### config.mk
export PLATFORM = sky130hd
export DESIGN_NAME = button_press_duration_classifier
export DESIGN_NICKNAME = d
export VERILOG_FILES = /design/src/rtl/core/bpdc_pkg.sv /design/src/rtl/core/button_press_duration_classifier.sv /design/src/rtl/core/bpdc_state.sv /design/src/rtl/core/bpdc_classify.sv
export SDC_FILE = /design/constraint.sdc
export NUM_CORES = 1
export LEC_CHECK = 0
export BUFFER_PORTS_ARGS = -buffer_cell sky130_fd_sc_hd__buf_2
export CAP_MARGIN = 10
export CORE_MARGIN = 1
export CORE_UTILIZATION = 56
export CTS_CLUSTER_SIZE = 14
export DETAILED_ROUTE_END_ITERATION = 8
export GPL_ROUTABILITY_DRIVEN = 0
export PLACE_DENSITY = 0.77
export SLEW_MARGIN = 20
export SYNTH_ARGS = -nofsm -noshare
export SYNTH_HDL_FRONTEND = slang
export SYNTH_SLANG_ARGS = --single-unit
### constraint.sdc
create_clock -name clock -period 8.55 [get_ports clock]
set_input_delay 1.2825 -clock clock [delete_from_list [all_inputs] [get_ports clock]]
set_output_delay 1.2825 -clock clock [all_outputs]
set_load 0.005 [all_outputs]
### src/rtl/core/bpdc_pkg.sv
// ----------------------------------------------------------------------------
// bpdc_pkg
// Shared types and constants for the button press duration classifier.
// ----------------------------------------------------------------------------
package bpdc_pkg;

   // Field widths
   localparam int unsigned INDEX_W = 3;
   localparam int unsigned TICK_W  = 32;
   localparam int unsigned MASK_W  = 8;
   localparam int unsigned LIMIT_W = 16;
   localparam int unsigned KEY_W   = 2;
   localparam int unsigned CSR_W   = 16;

   // Register indexes
   localparam logic [2:0] CSR_ENABLE_MASK  = 3'd0;
   localparam logic [2:0] CSR_SWITCH_MASK  = 3'd1;
   localparam logic [2:0] CSR_INVERT_MASK  = 3'd2;
   localparam logic [2:0] CSR_SHORT_LIMIT  = 3'd3;
   localparam logic [2:0] CSR_MEDIUM_LIMIT = 3'd4;
   localparam logic [2:0] CSR_LOCK_LIMIT   = 3'd5;

   // Register reset values
   localparam logic [MASK_W-1:0]  RST_ENABLE_MASK  = 8'd1;
   localparam logic [MASK_W-1:0]  RST_SWITCH_MASK  = 8'd0;
   localparam logic [MASK_W-1:0]  RST_INVERT_MASK  = 8'd255;
   localparam logic [LIMIT_W-1:0] RST_SHORT_LIMIT  = 16'd100;
   localparam logic [LIMIT_W-1:0] RST_MEDIUM_LIMIT = 16'd300;
   localparam logic [LIMIT_W-1:0] RST_LOCK_LIMIT   = 16'd310;

   // Key codes
   localparam logic [KEY_W-1:0] KEY_SHORT  = 2'd0;
   localparam logic [KEY_W-1:0] KEY_MEDIUM = 2'd1;
   localparam logic [KEY_W-1:0] KEY_LONG   = 2'd2;

   // Per-button state entry
   typedef struct packed {
      logic              level;
      logic              lock;
      logic [TICK_W-1:0] start;
   } btn_state_type;

   // Result of one classification pass
   typedef struct packed {
      logic               fire;
      logic [KEY_W-1:0]   key;
      logic [TICK_W-1:0]  held;
      logic               from_switch;
   } event_type;

endpackage

### src/rtl/core/button_press_duration_classifier.sv
// ----------------------------------------------------------------------------
// button_press_duration_classifier
// Classifies per-button samples into switch, short, medium and long events.
// ----------------------------------------------------------------------------
// Pipeline: req transfer into the input register, then the result register, which
// drives rsp valid; state is updated in the same cycle as the result register.
// Throughput: one sample per cycle while the event channel is not stalled.
// Reset: synchronous; registers return to their defaults, all buttons
// released and unlocked, pipeline empty.
module button_press_duration_classifier #(
   parameter int unsigned NUM_BUTTONS = 8
) (
   input  logic                          clock,
   input  logic                          reset,
   // sample channel
   input  logic                          req_valid,
   output logic                          req_ready,
   input  logic [bpdc_pkg::INDEX_W-1:0]  req_button_index,
   input  logic                          req_raw_level,
   input  logic [bpdc_pkg::TICK_W-1:0]   req_now_ticks,
   // event channel
   output logic                          rsp_valid,
   input  logic                          rsp_ready,
   output logic [bpdc_pkg::INDEX_W-1:0]  rsp_event_button,
   output logic [bpdc_pkg::KEY_W-1:0]    rsp_key_index,
   output logic [bpdc_pkg::TICK_W-1:0]   rsp_held_ticks,
   output logic                          rsp_from_switch,
   // configuration
   input  logic                          csr_write_en,
   input  logic [2:0]                    csr_index,
   input  logic [bpdc_pkg::CSR_W-1:0]    csr_wdata
);

   // Configuration registers
   logic [bpdc_pkg::MASK_W-1:0]  enable_mask_ff;
   logic [bpdc_pkg::MASK_W-1:0]  switch_mask_ff;
   logic [bpdc_pkg::MASK_W-1:0]  invert_mask_ff;
   logic [bpdc_pkg::LIMIT_W-1:0] short_limit_ff;
   logic [bpdc_pkg::LIMIT_W-1:0] medium_limit_ff;
   logic [bpdc_pkg::LIMIT_W-1:0] lock_limit_ff;

   // Input register
   logic                         in_valid_ff;
   logic [bpdc_pkg::INDEX_W-1:0] in_index_ff;
   logic                         in_level_ff;
   logic [bpdc_pkg::TICK_W-1:0]  in_now_ff;

   // Result register
   logic                         out_valid_ff;
   logic                         out_valid_in;
   logic [bpdc_pkg::INDEX_W-1:0] out_button_ff;
   logic [bpdc_pkg::KEY_W-1:0]   out_key_ff;
   logic [bpdc_pkg::TICK_W-1:0]  out_held_ff;
   logic                         out_switch_ff;

   logic                         advance;
   logic                         active;
   logic                         level;
   logic                         st_wr_en;
   bpdc_pkg::btn_state_type      st_cur;
   bpdc_pkg::btn_state_type      st_nxt;
   bpdc_pkg::event_type          evt;

   // Configuration writes
   always_ff @(posedge clock) begin
      if (reset) begin
         enable_mask_ff  <= bpdc_pkg::RST_ENABLE_MASK;
         switch_mask_ff  <= bpdc_pkg::RST_SWITCH_MASK;
         invert_mask_ff  <= bpdc_pkg::RST_INVERT_MASK;
         short_limit_ff  <= bpdc_pkg::RST_SHORT_LIMIT;
         medium_limit_ff <= bpdc_pkg::RST_MEDIUM_LIMIT;
         lock_limit_ff   <= bpdc_pkg::RST_LOCK_LIMIT;
      end else if (csr_write_en) begin
         case (csr_index)
            bpdc_pkg::CSR_ENABLE_MASK:  enable_mask_ff  <= csr_wdata[bpdc_pkg::MASK_W-1:0];
            bpdc_pkg::CSR_SWITCH_MASK:  switch_mask_ff  <= csr_wdata[bpdc_pkg::MASK_W-1:0];
            bpdc_pkg::CSR_INVERT_MASK:  invert_mask_ff  <= csr_wdata[bpdc_pkg::MASK_W-1:0];
            bpdc_pkg::CSR_SHORT_LIMIT:  short_limit_ff  <= csr_wdata;
            bpdc_pkg::CSR_MEDIUM_LIMIT: medium_limit_ff <= csr_wdata;
            bpdc_pkg::CSR_LOCK_LIMIT:   lock_limit_ff   <= csr_wdata;
            default: ;
         endcase
      end
   end

   // Handshake: stage 1 moves on whenever the result slot is free or draining
   assign advance   = in_valid_ff & (~out_valid_ff | rsp_ready);
   assign req_ready = ~in_valid_ff | advance;

   // Input register
   always_ff @(posedge clock) begin
      if (reset) begin
         in_valid_ff <= 1'b0;
      end else if (req_ready) begin
         in_valid_ff <= req_valid;
      end
   end

   always_ff @(posedge clock) begin
      if (req_valid && req_ready) begin
         in_index_ff <= req_button_index;
         in_level_ff <= req_raw_level;
         in_now_ff   <= req_now_ticks;
      end
   end

   // Sample qualification and polarity
   assign active = advance
                 & ({1'b0, in_index_ff} < (bpdc_pkg::INDEX_W + 1)'(NUM_BUTTONS))
                 & enable_mask_ff[in_index_ff];
   assign level  = in_level_ff ^ invert_mask_ff[in_index_ff];

   bpdc_state #(
      .NUM_BUTTONS (NUM_BUTTONS)
   ) u_state (
      .clock    (clock),
      .reset    (reset),
      .rd_index (in_index_ff),
      .rd_entry (st_cur),
      .wr_en    (st_wr_en),
      .wr_index (in_index_ff),
      .wr_entry (st_nxt)
   );

   bpdc_classify u_classify (
      .active       (active),
      .level        (level),
      .is_switch    (switch_mask_ff[in_index_ff]),
      .now_ticks    (in_now_ff),
      .short_limit  (short_limit_ff),
      .medium_limit (medium_limit_ff),
      .lock_limit   (lock_limit_ff),
      .cur          (st_cur),
      .nxt          (st_nxt),
      .wr_en        (st_wr_en),
      .evt          (evt)
   );

   // Result register
   always_comb begin
      out_valid_in = out_valid_ff;
      if (advance) begin
         out_valid_in = evt.fire;
      end else if (rsp_ready) begin
         out_valid_in = 1'b0;
      end
   end

   always_ff @(posedge clock) begin
      if (reset) begin
         out_valid_ff <= 1'b0;
      end else begin
         out_valid_ff <= out_valid_in;
      end
   end

   always_ff @(posedge clock) begin
      if (advance && evt.fire) begin
         out_button_ff <= in_index_ff;
         out_key_ff    <= evt.key;
         out_held_ff   <= evt.held;
         out_switch_ff <= evt.from_switch;
      end
   end

   assign rsp_valid        = out_valid_ff;
   assign rsp_event_button = out_button_ff;
   assign rsp_key_index    = out_key_ff;
   assign rsp_held_ticks   = out_held_ff;
   assign rsp_from_switch  = out_switch_ff;

endmodule

### src/rtl/core/bpdc_state.sv
// ----------------------------------------------------------------------------
// bpdc_state
// Per-button state registers: one read port and one write port.
// ----------------------------------------------------------------------------
module bpdc_state #(
   parameter int unsigned NUM_BUTTONS = 8
) (
   input  logic                        clock,
   input  logic                        reset,
   input  logic [bpdc_pkg::INDEX_W-1:0] rd_index,
   output bpdc_pkg::btn_state_type     rd_entry,
   input  logic                        wr_en,
   input  logic [bpdc_pkg::INDEX_W-1:0] wr_index,
   input  bpdc_pkg::btn_state_type     wr_entry
);

   localparam int unsigned IDX_W = (NUM_BUTTONS > 1) ? $clog2(NUM_BUTTONS) : 1;

   bpdc_pkg::btn_state_type entry_ff [NUM_BUTTONS];

   // Read mux; caller gates out-of-range indexes
   assign rd_entry = entry_ff[rd_index[IDX_W-1:0]];

   // Entry update
   always_ff @(posedge clock) begin
      if (reset) begin
         for (int b = 0; b < NUM_BUTTONS; b++) begin
            entry_ff[b] <= '0;
         end
      end else if (wr_en) begin
         entry_ff[wr_index[IDX_W-1:0]] <= wr_entry;
      end
   end

endmodule

### src/rtl/core/bpdc_classify.sv
// ----------------------------------------------------------------------------
// bpdc_classify
// Combinational update of one button sample: edge detect, hold timing,
// lock handling and key selection.
// ----------------------------------------------------------------------------
module bpdc_classify (
   input  logic                          active,
   input  logic                          level,
   input  logic                          is_switch,
   input  logic [bpdc_pkg::TICK_W-1:0]   now_ticks,
   input  logic [bpdc_pkg::LIMIT_W-1:0]  short_limit,
   input  logic [bpdc_pkg::LIMIT_W-1:0]  medium_limit,
   input  logic [bpdc_pkg::LIMIT_W-1:0]  lock_limit,
   input  bpdc_pkg::btn_state_type       cur,
   output bpdc_pkg::btn_state_type       nxt,
   output logic                          wr_en,
   output bpdc_pkg::event_type           evt
);

   logic                        lock_c;
   logic                        press;
   logic [bpdc_pkg::TICK_W-1:0] start_c;
   logic [bpdc_pkg::TICK_W-1:0] held;
   logic [bpdc_pkg::KEY_W-1:0]  key;
   logic                        over_lock;

   // Hold time and key from the limits
   always_comb begin
      lock_c    = level & cur.lock;
      press     = level & ~cur.level;
      start_c   = press ? now_ticks : cur.start;
      held      = now_ticks - start_c;
      over_lock = held > {{(bpdc_pkg::TICK_W-bpdc_pkg::LIMIT_W){1'b0}}, lock_limit};
      if (held < {{(bpdc_pkg::TICK_W-bpdc_pkg::LIMIT_W){1'b0}}, short_limit}) begin
         key = bpdc_pkg::KEY_SHORT;
      end else if (held < {{(bpdc_pkg::TICK_W-bpdc_pkg::LIMIT_W){1'b0}}, medium_limit}) begin
         key = bpdc_pkg::KEY_MEDIUM;
      end else begin
         key = bpdc_pkg::KEY_LONG;
      end
   end

   // Next state and event
   always_comb begin
      nxt   = cur;
      wr_en = active;
      evt   = '0;
      if (is_switch) begin
         // level switch: fire on any change
         nxt.level       = level;
         evt.fire        = active & (level != cur.level);
         evt.key         = {1'b0, level};
         evt.from_switch = 1'b1;
      end else if (lock_c) begin
         // locked and still pressed: nothing changes
         wr_en = 1'b0;
      end else if (!level) begin
         // release: fire if it was pressed
         nxt.level = 1'b0;
         nxt.lock  = 1'b0;
         evt.fire  = active & cur.level;
         evt.key   = key;
         evt.held  = held;
      end else begin
         // pressed: stamp on edge, fire and lock past the lock limit
         nxt.start = start_c;
         nxt.level = ~over_lock;
         nxt.lock  = over_lock;
         evt.fire  = active & over_lock;
         evt.key   = key;
         evt.held  = held;
      end
   end

endmodule
==> results.md, run 1 <==
- Setup TNS: 0 ns
- Syn-to-layout area delta: 11.5%
- Setup Viol. Count Final: 0
- Vias in the first global route: 14400
- Crit Path Class: reg -> reg
- Layout cell share with drive strength beyond 1: 17.6%
- Seq cells post-synth: about 420
- Post-synth ARST share: 0%
- Slew Limit Fails: 0
- Drt total wl: 54200 microns
- Peak supply drop: 160 uV
- Critical path data arrival time: 7.68 ns
- Hpwl dp: ~35000 microns
- Top cells by area, synth: edfxtp_1, mux4_2, dfxtp_1, nor2_1, ha_1
- Drc violations: 0
- CTS tree: built
- Postcts setup bufs: 0
- Placed insts: around 2300
- Critical path's slowest cell: a21oi_4
- Grt total ovfl: 0
- Root buf cell: clkbuf_16
- Worst skew pair latency: 0.58 ns
- Cell family with the largest share of critical-path delay: compound AO/OA/AOI/OAI gates
- CTS Sinks: 423
- Top fanout value on the critical path: 22
- Outcome: completed
- Starting Density: 57.1%
- Max Cap Viol: 0
- EDFF count, synth: 346
- Max Clk Rate: 135 MHz
- CTS resizes: 0
- Pwr per Cell Area: 248 nW/um^2
- H-tree levels: 2
- First-pass GRT wire length: 81400 microns
- Top-count cell post-synth: nor2_1
- Syn Nets: 1920
- Final Hold Fails: 0
- Port Buffers: 99
- Pre-antenna DRT Iters: 7
- Site Rows: 70
- Yosys warnings: 0
- Commonest cells in the synthesized netlist: nor2_1, edfxtp_1, nand2_1, a21oi_1, clkbuf_1
- Crit path largest cell delay: between 0.6 and 0.7 ns
- Synth unique cells: 76
- Net Sw Frac: slightly above 30%
- Die Wd: 196 microns
- Initial antenna violation count: 1
- TritonCTS Buffers: 44
- Worst Skew: 0.0169 ns
- Post-route non-filler standard cell count: approximately 2400
- CORE AREA: ~37000 sq um
- Die area: around 38000 sq um
- Combinational share of power: a little over a quarter
- FF-to-FF setup slack: 1.14 ns
- Post-synthesis sequential area ratio: ~57%
- Via density: 6.29
- Post-synth top area share: 49.5%
- Routed wire length per instance: 22.9 microns
- Sequential power share: 40.9%
- Dominant synthesized flop cell: edfxtp_1
- P_leak: 8.73 nW
- Util after Layout: 63.6%
- Critical Path RT: 8.82 ns
- Syn_area_per_cell: between 10 and 15 sq um
- CP bufs+invs: 3
- Minimum clock period: ~7.4 ns
- Gate Count Post-Synth: 1784
- CP startpoint kind: flop
- Slew margin rel.: 39.7%
- Synthesized cell area: between 20000 and 25000 sq um
- Type of the most critical hold path: reg -> reg
- Clock slew at reported path FFs: 0.07 ns
- CP dominant cell by count: a21oi_1
- Unrepaired setup endpoints after global routing: no
- Worst-margin pin slew: 0.902 ns
- Die H: just under 200 microns
- Largest net degree at the start of global routing: 84
- Filler instances: 2763
- Global Route Usage Sum: between 20 and 30%
- Synth area leader: edfxtp_1
- Int Pwr: 4.02 mW
- Fin nets: ~2000
- Final period utilization: roughly 87%
- Switching power: ~1.8 mW
- Antenna-violating nets left: 0
- Setup crit end kind: flop
- CTS Hold Buffers Added: 0
- IO Count: 100
- Tot Pwr: 5.80 mW
- Clock tree buffer depth: 3
- Vias: 14900
- Clock group share of total power: 32.9%
- Detailed router's first-iteration violation count: 1600
-- per-stage QoR --
step	instance area, sq um	hold WS (ns)	setup WS (ns)
2_1_floorplan	21000	0.424	0.0767
3_3_place_gp	21900	0.442	1.52
3_5_place_dp	21900	0.446	1.18
4_1_cts	23400	0.455	1.13
5_1_grt	23400	0.469	0.723
6_report	23400	0.456	1.14
-- kinds of logic (layout without fill, tap and decap cells) --
family / Yosys count / after routing / synth area share, %
AO/OA/AOI/OAI: 274 / 274 / 8.47
adder cells (fa/ha/maj): 76 / 76 / 4.57
flip-flops: 423 / 423 / 56.8
multiplexers: 162 / 162 / 12.2
AND/OR/NAND/NOR: 663 / 663 / 13.9
buffers and inverters: 158 / 271 / 2.89
XOR/XNOR: 28 / 28 / 1.17
other: 0 / 1 / 0
-- area by class of cell --
cell class | instances | area (sq um) | area share (%)
flip-flops and latches | 423 | 11900 | 51.0
multi-input cells | 1203 | 8500 | 36.3
clock buffers | 61 | 1250 | 5.33
repair buffers | 126 | 706 | 3.01
well taps | 468 | 586 | 2.50
inverters | 65 | 244 | 1.04
clock inverters | 19 | 190 | 0.812
diodes | 1 | 2.50 | 0.0107
-- state kept, by name, indices dropped and copies added (netlist names), named ones only --
signal	cells
rsp_held_ticks	32
in_valid_ff	1
in_index_ff	3
invert_mask_ff	8
short_limit_ff	16
u_state.entry_ff	272
rsp_from_switch	1
in_level_ff	1
rsp_valid	1
switch_mask_ff	8
enable_mask_ff	8
lock_limit_ff	16
medium_limit_ff	16
rsp_key_index	2
rsp_event_button	3
in_now_ff	32
-- final timing paths --
check             depth (start not counted)                 end        startpoint
setup / recovery                         26  rsp_held_ticks[28]    in_index_ff[0]
hold / removal                            2    lock_limit_ff[9]  lock_limit_ff[9]
setup reg to reg                         26  rsp_held_ticks[28]    in_index_ff[0]
hold reg to reg                           2    lock_limit_ff[9]  lock_limit_ff[9]
-- worst min-delay path: stages, from the launching register on --
cell,delay [ns]
dfxtp_1,0.31
nand2_1,0.05
a21oi_1,0.05
-- cells in the final DEF (no fill, tap or decap), types with 11 or more instances in the layout --
cell type / Yosys / final
a21o_1: 25 / 25
a21oi_1: 137 / 136
and2_1: 26 / 26
buf_2: 2 / 99
buf_4: 1 / 26
clkbuf_1: 80 / 11
clkbuf_16: 0 / 46
dfxtp_1: 77 / 74
edfxtp_1: 346 / 346
ha_1: 75 / 75
inv_1: 64 / 63
mux2_2: 34 / 34
mux2i_1: 55 / 55
mux4_2: 71 / 71
nand2_1: 156 / 155
nand3_1: 12 / 12
nand3b_1: 18 / 18
nand4_1: 15 / 15
nor2_1: 354 / 353
nor2b_1: 18 / 18
nor3_1: 13 / 13
o21a_1: 13 / 13
o21ai_0: 28 / 27
xnor2_1: 13 / 13
xor2_1: 15 / 15
-- power by group through the flow --
| stage | clock (mW) | sequential [mW] | combinational, mW |
|---|---|---|---|
| after floorplan | 0 | 2.39 | 1.09 |
| after global placement | 0 | 2.41 | 1.44 |
| after detailed placement | 0 | 2.41 | 1.48 |
| after CTS | 1.93 | 2.37 | 1.49 |
| after global routing | 2.00 | 2.38 | 1.65 |
| final | 1.91 | 2.37 | 1.52 |
-- routing by layer --
layer	global-route usage (%)	share of wire (%)	routed length, microns	vias to the layer above
li1	-	-	-	6637
met1	38.4	39	21000	7205
met2	45.2	47	25400	892
met3	5.42	11	5950	145
met4	11.4	3.3	1810	0
met5	0	0	0	-
No activity file was read; power rests on OpenSTA's default activity.
==> run 2: changes to the inputs <==
--- a/config.mk
+++ b/config.mk
@@ -13,6 +13,7 @@
 export DETAILED_ROUTE_END_ITERATION = 8
 export GPL_ROUTABILITY_DRIVEN = 0
 export PLACE_DENSITY = 0.77
+export RECOVER_POWER = 50
 export SLEW_MARGIN = 20
 export SYNTH_ARGS = -nofsm -noshare
 export SYNTH_HDL_FRONTEND = slang
==> results.md, run 2 (synthesis gave the netlist of run 1 again) <==
- Largest net degree at the start of global routing: 84 (unchanged)
- Slew margin rel.: -135% (-170 points)
- Vias: 14800 (-0.35%)
- Reg2reg path depth: 26 (unchanged)
- Clock slew at reported path FFs: 0.06 ns (about the same)
- Setup Viol. Count Final: 0 (unchanged)
- CP Cell Sequence: buf_2 -> clkbuf_1 -> nor2_1 -> o31ai_1 -> inv_1 -> nand2_1 -> inv_1 -> nand3b_1 -> clkbuf_1 -> nand2b_2 -> buf_4
- Crit Path Class: in -> reg
- Slew Limit Fails: 401 (+401)
- Grt total ovfl: 0 (unchanged)
- Worst Hold Endpoint: lock_limit_ff[9]
- Die Wd: 196 microns (unchanged)
- Worst-margin pin slew: 3.52 ns (+2.62 ns)
- Final period utilization: 87.4% (+0.79 points)
- Dpl cell area: 21900 sq um (unchanged)
- Critical path's slowest cell: clkbuf_1
- Most common cell after layout, fill and taps aside: nor2_1
- Drc violations: 0 (unchanged)
- Port Buffers: 99 (unchanged)
- CTS resizes: 0 (unchanged)
- Outcome: finished with violations
- Number of flip-flops under the largest register name: 272 (unchanged)
- Final Hold Fails: 0 (unchanged)
- Hpwl dp: 34800 microns (unchanged)
- Antenna-violating nets left: 0 (unchanged)
- H-tree levels: 2 (unchanged)
- Reg with most FFs: u_state.entry_ff
- Starting Density: 57.1% (unchanged)
- Site Rows: 70 (unchanged)
- Max Cap Viol: 10 (+10)
- Worst skew pair latency: 0.58 ns (about the same)
- Initial antenna violation count: 1 (unchanged)
- Routed wire length per instance: 22.9 microns (about the same)
- Register Area: 11900 sq um (unchanged)
- Die area: 38300 sq um (unchanged)
- Die H: 196 microns (unchanged)
- CORE AREA: 36800 sq um (unchanged)
- Via density: 6.27 (-0.35%)
- R2r startpoint: in_index_ff[0]
- Postcts setup bufs: 0 (unchanged)
- Critical path data arrival time: 7.76 ns (+0.08 ns)
- Setup TNS: 0 ns (unchanged)
- CP startpoint kind: input pin
- Type of the most critical hold path: reg -> reg
- P_leak: 8.64 nW (-1.0%)
- Setup crit end kind: flop
- Failing checks: max-capacitance violations, max-slew violations
- Area of the multi-input gates: 8500 sq um (unchanged)
- Worst Skew: 0.0171 ns (+0.000258 ns)
- Critical Path RT: 8.83 ns (about the same)
- First-pass GRT wire length: 81400 microns (unchanged)
- FF-to-FF setup slack: 1.15 ns (about the same)
- Clock tree buffer depth: 3 (unchanged)
- Pre-antenna DRT Iters: 6 (-1)
- Minimum clock period: 7.47 ns (+0.0678 ns)
- Worst hold margin: 0.457 ns (+0.000396 ns)
- Filler instances: 2785 (+0.80%)
- CTS Sinks: 423 (unchanged)
- Detailed router's first-iteration violation count: 1740 (+8.8%)
- Pwr per Cell Area: 249 nW/um^2 (+0.24%)
- Min-delay src: lock_limit_ff[9]
- Final instance area: 23300 sq um (-0.28%)
- Unrepaired setup endpoints after global routing: no
- Drt total wl: 54200 microns (about the same)
- CTS Hold Buffers Added: 0 (unchanged)
- Layout cell share with drive strength beyond 1: 15.9% (-1.7 points)
- FF-to-FF End: rsp_held_ticks[28]
- CTS tree: built
- Root buf cell: clkbuf_16
- Crit path largest cell delay: 2.46 ns (+1.78 ns)
- Util after Layout: 63.5% (-0.18 points)
- Most frequent cells in the layout: nor2_1, edfxtp_1, nand2_1
- Fin nets: 1999 (unchanged)
- Max Clk Rate: 134 MHz (-0.91%)
- Syn-to-layout area delta: 11.2%
- Top fanout value on the critical path: 83 (+280%)
- Hold Path Depth: 2 (unchanged)
- Vias in the first global route: 14400 (unchanged)
- Peak supply drop: 160 uV (about the same)
- Global Route Usage Sum: 28.3% (unchanged)
- IO Count: 100 (unchanged)
- TritonCTS Buffers: 44 (unchanged)
run 2: changes by cell type in the layout (fill, tap and decap cells not counted), sizes merged:
cell    previous run  this run
buf              126        94
clkbuf            61        93
run 2: cell type report:
cell class	instances	area share (%)
Clock buffer	61	5.34
Inverter	65	1.05
Timing Repair Buffer	126	2.74
Multi-Input combinational cell	1203	36.4
Clock inverter	19	0.815
Sequential cell	423	51.1
Tap cell	468	2.51
Antenna cell	1	0.0107
run 2: report_power, final:
part	internal [mW]	switching, mW	total, mW
Combinational	0.577	0.944	1.52
Clock	1.11	0.795	1.91
Sequential	2.33	0.0459	2.37
run 2: how the worst max path moves through the flow:
stage,startpoint,to,slack (ns),depth (start not counted)
global route,in_index_ff[0],rsp_held_ticks[28],0.72,26
finish,reset,u_state.entry_ff[5][5],1.08,11
CTS,in_index_ff[0],rsp_held_ticks[13],1.13,25
global placement,in_index_ff[0],rsp_held_ticks[17],1.52,22
floorplan,flop,rsp_event_button[0],0.08,30
detailed placement,in_index_ff[0],rsp_held_ticks[17],1.18,25
run 2: routing by layer:
metal  GRT usage [%]  vias to the layer above  part of all wire, %
met5               0                        -                    0
met4            11.4                        0                  3.3
met3            5.42                      137                   11
met2            45.2                      851                   47
met1            38.4                     7207                   39
li1                -                     6632                    -
run 2: metrics by stage:
step	cells	total power [mW]	worst slack [ns]
2_1_floorplan	1784	3.47	0.0767
3_3_place_gp	2284	3.85	1.52
3_5_place_dp	2284	3.90	1.18
4_1_cts	2364	5.79	1.13
5_1_grt	2366	6.03	0.723
6_report	2366	5.80	1.08
run 2: critical path: cells and delay by family:
family / cells / cell delay (ns)
AO/OA/AOI/OAI: 1 / 0.24
AND/OR/NAND/NOR: 4 / 1.16
buffers and inverters: 6 / 4.98
==> run 3: changes to the inputs <==
--- a/config.mk
+++ b/config.mk
@@ -12,7 +12,7 @@
 export CTS_CLUSTER_SIZE = 14
 export DETAILED_ROUTE_END_ITERATION = 8
 export GPL_ROUTABILITY_DRIVEN = 0
-export PLACE_DENSITY = 0.77
+export PLACE_DENSITY_LB_ADDON = 0.15
 export RECOVER_POWER = 50
 export SLEW_MARGIN = 20
 export SYNTH_ARGS = -nofsm -noshare
==> constraint.sdc (replaced) <==
create_clock -name clock -period 8.55 [get_ports clock]
set_input_delay 0.4275 -clock clock [delete_from_list [all_inputs] [get_ports clock]]
set_output_delay 0.4275 -clock clock [all_outputs]
set_load 0.005 [all_outputs]
==> results.md, run 3 (synthesis gave the netlist of run 1 again) <==
- Outcome: finished with violations
- Failing checks: max-capacitance violations, max-slew violations
- Antenna-violating nets left: 0 (unchanged)
- Net Sw Frac: 31.4% (+0.66 points)
- Vias in the first global route: 14800 (+2.4%)
- Number of flip-flops under the largest register name: 272 (unchanged)
- Pwr per Cell Area: 246 nW/um^2 (-0.84%)
- Register Area: 11900 sq um (unchanged)
- Reg with most FFs: u_state.entry_ff
- Sequential power share: 41.1% (+0.2 points)
- Layout cell share with drive strength beyond 1: 15.3% (-0.55 points)
- Clock group share of total power: 32.5% (-0.4 points)
- FF-to-FF setup slack: 1.24 ns (+0.09 ns)
- Switching power: 1.82 mW (+1.9%)
- Most common cell after layout, fill and taps aside: nor2_1
- Die Wd: 196 microns (unchanged)
- Max Clk Rate: 137 MHz (+2.2%)
- TritonCTS Buffers: 45 (+2.3%)
- CP startpoint kind: flop
- Initial antenna violation count: 0 (-1)
- Worst Skew: 0.0344 ns (+0.0173 ns)
- Area of the multi-input gates: 8490 sq um (-0.12%)
- Worst skew pair latency: 0.60 ns (+0.02 ns)
- Fin nets: 2019 (+1.0%)
- Most frequent cells in the layout: nor2_1, edfxtp_1, nand2_1
- Global Route Usage Sum: 30.1% (+1.8 points)
- Final period utilization: 85.5% (-1.9 points)
- Max Cap Viol: 9 (-1)
- Unrepaired setup endpoints after global routing: no
- P_leak: 8.70 nW (+0.66%)
- Slew margin rel.: -79.0% (+56 points)
- CTS Sinks: 423 (unchanged)
- Site Rows: 70 (unchanged)
- Util after Layout: 63.9% (+0.39 points)
- Setup TNS: 0 ns (unchanged)
- Clock tree buffer depth: 3 (unchanged)
- Critical Path RT: 8.92 ns (+0.09 ns)
- Die H: 196 microns (unchanged)
- Tot Pwr: 5.79 mW (-0.23%)
- Drt total wl: 56300 microns (+3.9%)
- Worst-margin pin slew: 2.69 ns (-0.838 ns)
- Drc violations: 0 (unchanged)
- Critical path data arrival time: 7.69 ns (-0.07 ns)
- CTS resizes: 0 (unchanged)
- First-pass GRT wire length: 86200 microns (+5.9%)
- CORE AREA: 36800 sq um (unchanged)
- Reg2reg path depth: 25 (-3.8%)
- Combinational share of power: 26.4% (+0.2 points)
- Final Hold Fails: 0 (unchanged)
- CTS tree: built
- Min-delay src: req_now_ticks[3]
- IO Count: 100 (unchanged)
- Routed wire length per instance: 23.6 microns (+2.9%)
- Type of the most critical hold path: in -> reg
- Vias: 14700 (-0.53%)
- Peak supply drop: 169 uV (+5.7%)
- Worst hold margin: 0.0212 ns (-0.435 ns)
- Grt total ovfl: 0 (unchanged)
- Slew Limit Fails: 325 (-19%)
- Largest net degree at the start of global routing: 84 (unchanged)
- Port Buffers: 99 (unchanged)
- Via density: 6.18 (-1.4%)
- Setup crit end kind: flop
- Clock slew at reported path FFs: 0.06 ns (about the same)
- Hpwl dp: 36200 microns (+4.0%)
- FF-to-FF End: u_state.entry_ff[1][33]
- Setup Viol. Count Final: 0 (unchanged)
- Int Pwr: 3.97 mW (-1.2%)
- Hold Path Depth: 1 (-1)
- Crit Path Class: reg -> reg
- Syn-to-layout area delta: 11.9%
- R2r startpoint: in_index_ff[0]
- Worst Hold Endpoint: in_now_ff[3]
- Die area: 38300 sq um (unchanged)
- Top fanout value on the critical path: 13 (-84%)
- Root buf cell: clkbuf_16
- Pre-antenna DRT Iters: 6 (unchanged)
- Detailed router's first-iteration violation count: 1560 (-10%)
- H-tree levels: 2 (unchanged)
- Minimum clock period: 7.31 ns (-0.162 ns)
- Starting Density: 57.1% (unchanged)
- Filler instances: 2881 (+3.4%)
- Ant diodes: 0 (-1)
[run 3: changes by cell type in the layout (fill, tap and decap cells not counted), sizes merged]
| cell | before | now |
|---|---|---|
| clkinv | 15 | 20 |
| bufinv | 3 | 2 |
| diode | 1 | 0 |
| dlygate4sd3 | 0 | 20 |
| buf | 94 | 92 |
| inv | 65 | 66 |
[run 3: routing by layer]
metal | share of wire, % | track usage (%) | routed length (microns)
met5 | 0 | 0 | 0
met1 | 41 | 41.7 | 22800
met3 | 10 | 6.61 | 5800
met2 | 46 | 47.5 | 26100
met4 | 2.6 | 9.92 | 1480
[run 3: repair_timing]
item,in CTS,in global routing
endpoints found under the hold margin,20,0
hold buffers,20,0
buffers inserted,0,0
[run 3: worst max-delay path: stages (launching register included)]
cell,delay [ns]
edfxtp_1,0.63
mux4_2,0.56
mux2i_1,0.17
xnor2_1,0.37
ha_1,0.54
inv_1,0.13
mux2i_1,0.21
ha_1,0.32
a21oi_1,0.09
a21boi_0,0.14
a211oi_2,0.58
a21oi_1,0.27
o21ai_0,0.34
a21o_1,0.16
a21oi_1,0.07
xnor2_1,0.43
ha_1,0.34
a21o_1,0.16
a21o_1,0.17
a21oi_1,0.13
o21ai_0,0.09
a21oi_1,0.12
a31o_2,0.15
inv_1,0.08
or4_1,0.64
a21oi_1,0.22
[run 3: worst max path at each step]
stage,startpoint,endpoint
final,in_index_ff[0],u_state.entry_ff[1][33]
after floorplan,flop,rsp_event_button[0]
after detailed placement,in_index_ff[0],u_state.entry_ff[0][33]
after global placement,in_index_ff[0],u_state.entry_ff[1][33]
after global routing,in_index_ff[1],u_state.entry_ff[1][33]
after CTS,in_index_ff[1],u_state.entry_ff[1][33]
[run 3: area by class of cell]
| type | instances | area share [%] |
|---|---|---|
| flip-flops and latches | 423 | 50.8 |
| multi-input cells | 1203 | 36.1 |
| clock buffers | 60 | 5.17 |
| repair buffers | 145 | 3.53 |
| well taps | 468 | 2.49 |
| inverters | 65 | 1.04 |
| clock inverters | 24 | 0.815 |
[run 3: metrics by stage]
step	cell area, sq um	std cells	setup WS, ns
5_1_grt	23500	2388	0.714
6_report	23500	2388	1.24
4_1_cts	23600	2388	1.39
3_3_place_gp	21900	2284	1.70
2_1_floorplan	21000	1784	0.0767
3_5_place_dp	21900	2284	1.43
[run 3: power groups by stage]
stage	Sequential, mW	Combinational, mW	Clock, mW
after floorplan	2.39	1.09	0
after global placement	2.42	1.46	0
after detailed placement	2.42	1.48	0
after CTS	2.38	1.50	1.91
after global routing	2.38	1.67	1.98
final	2.38	1.53	1.88
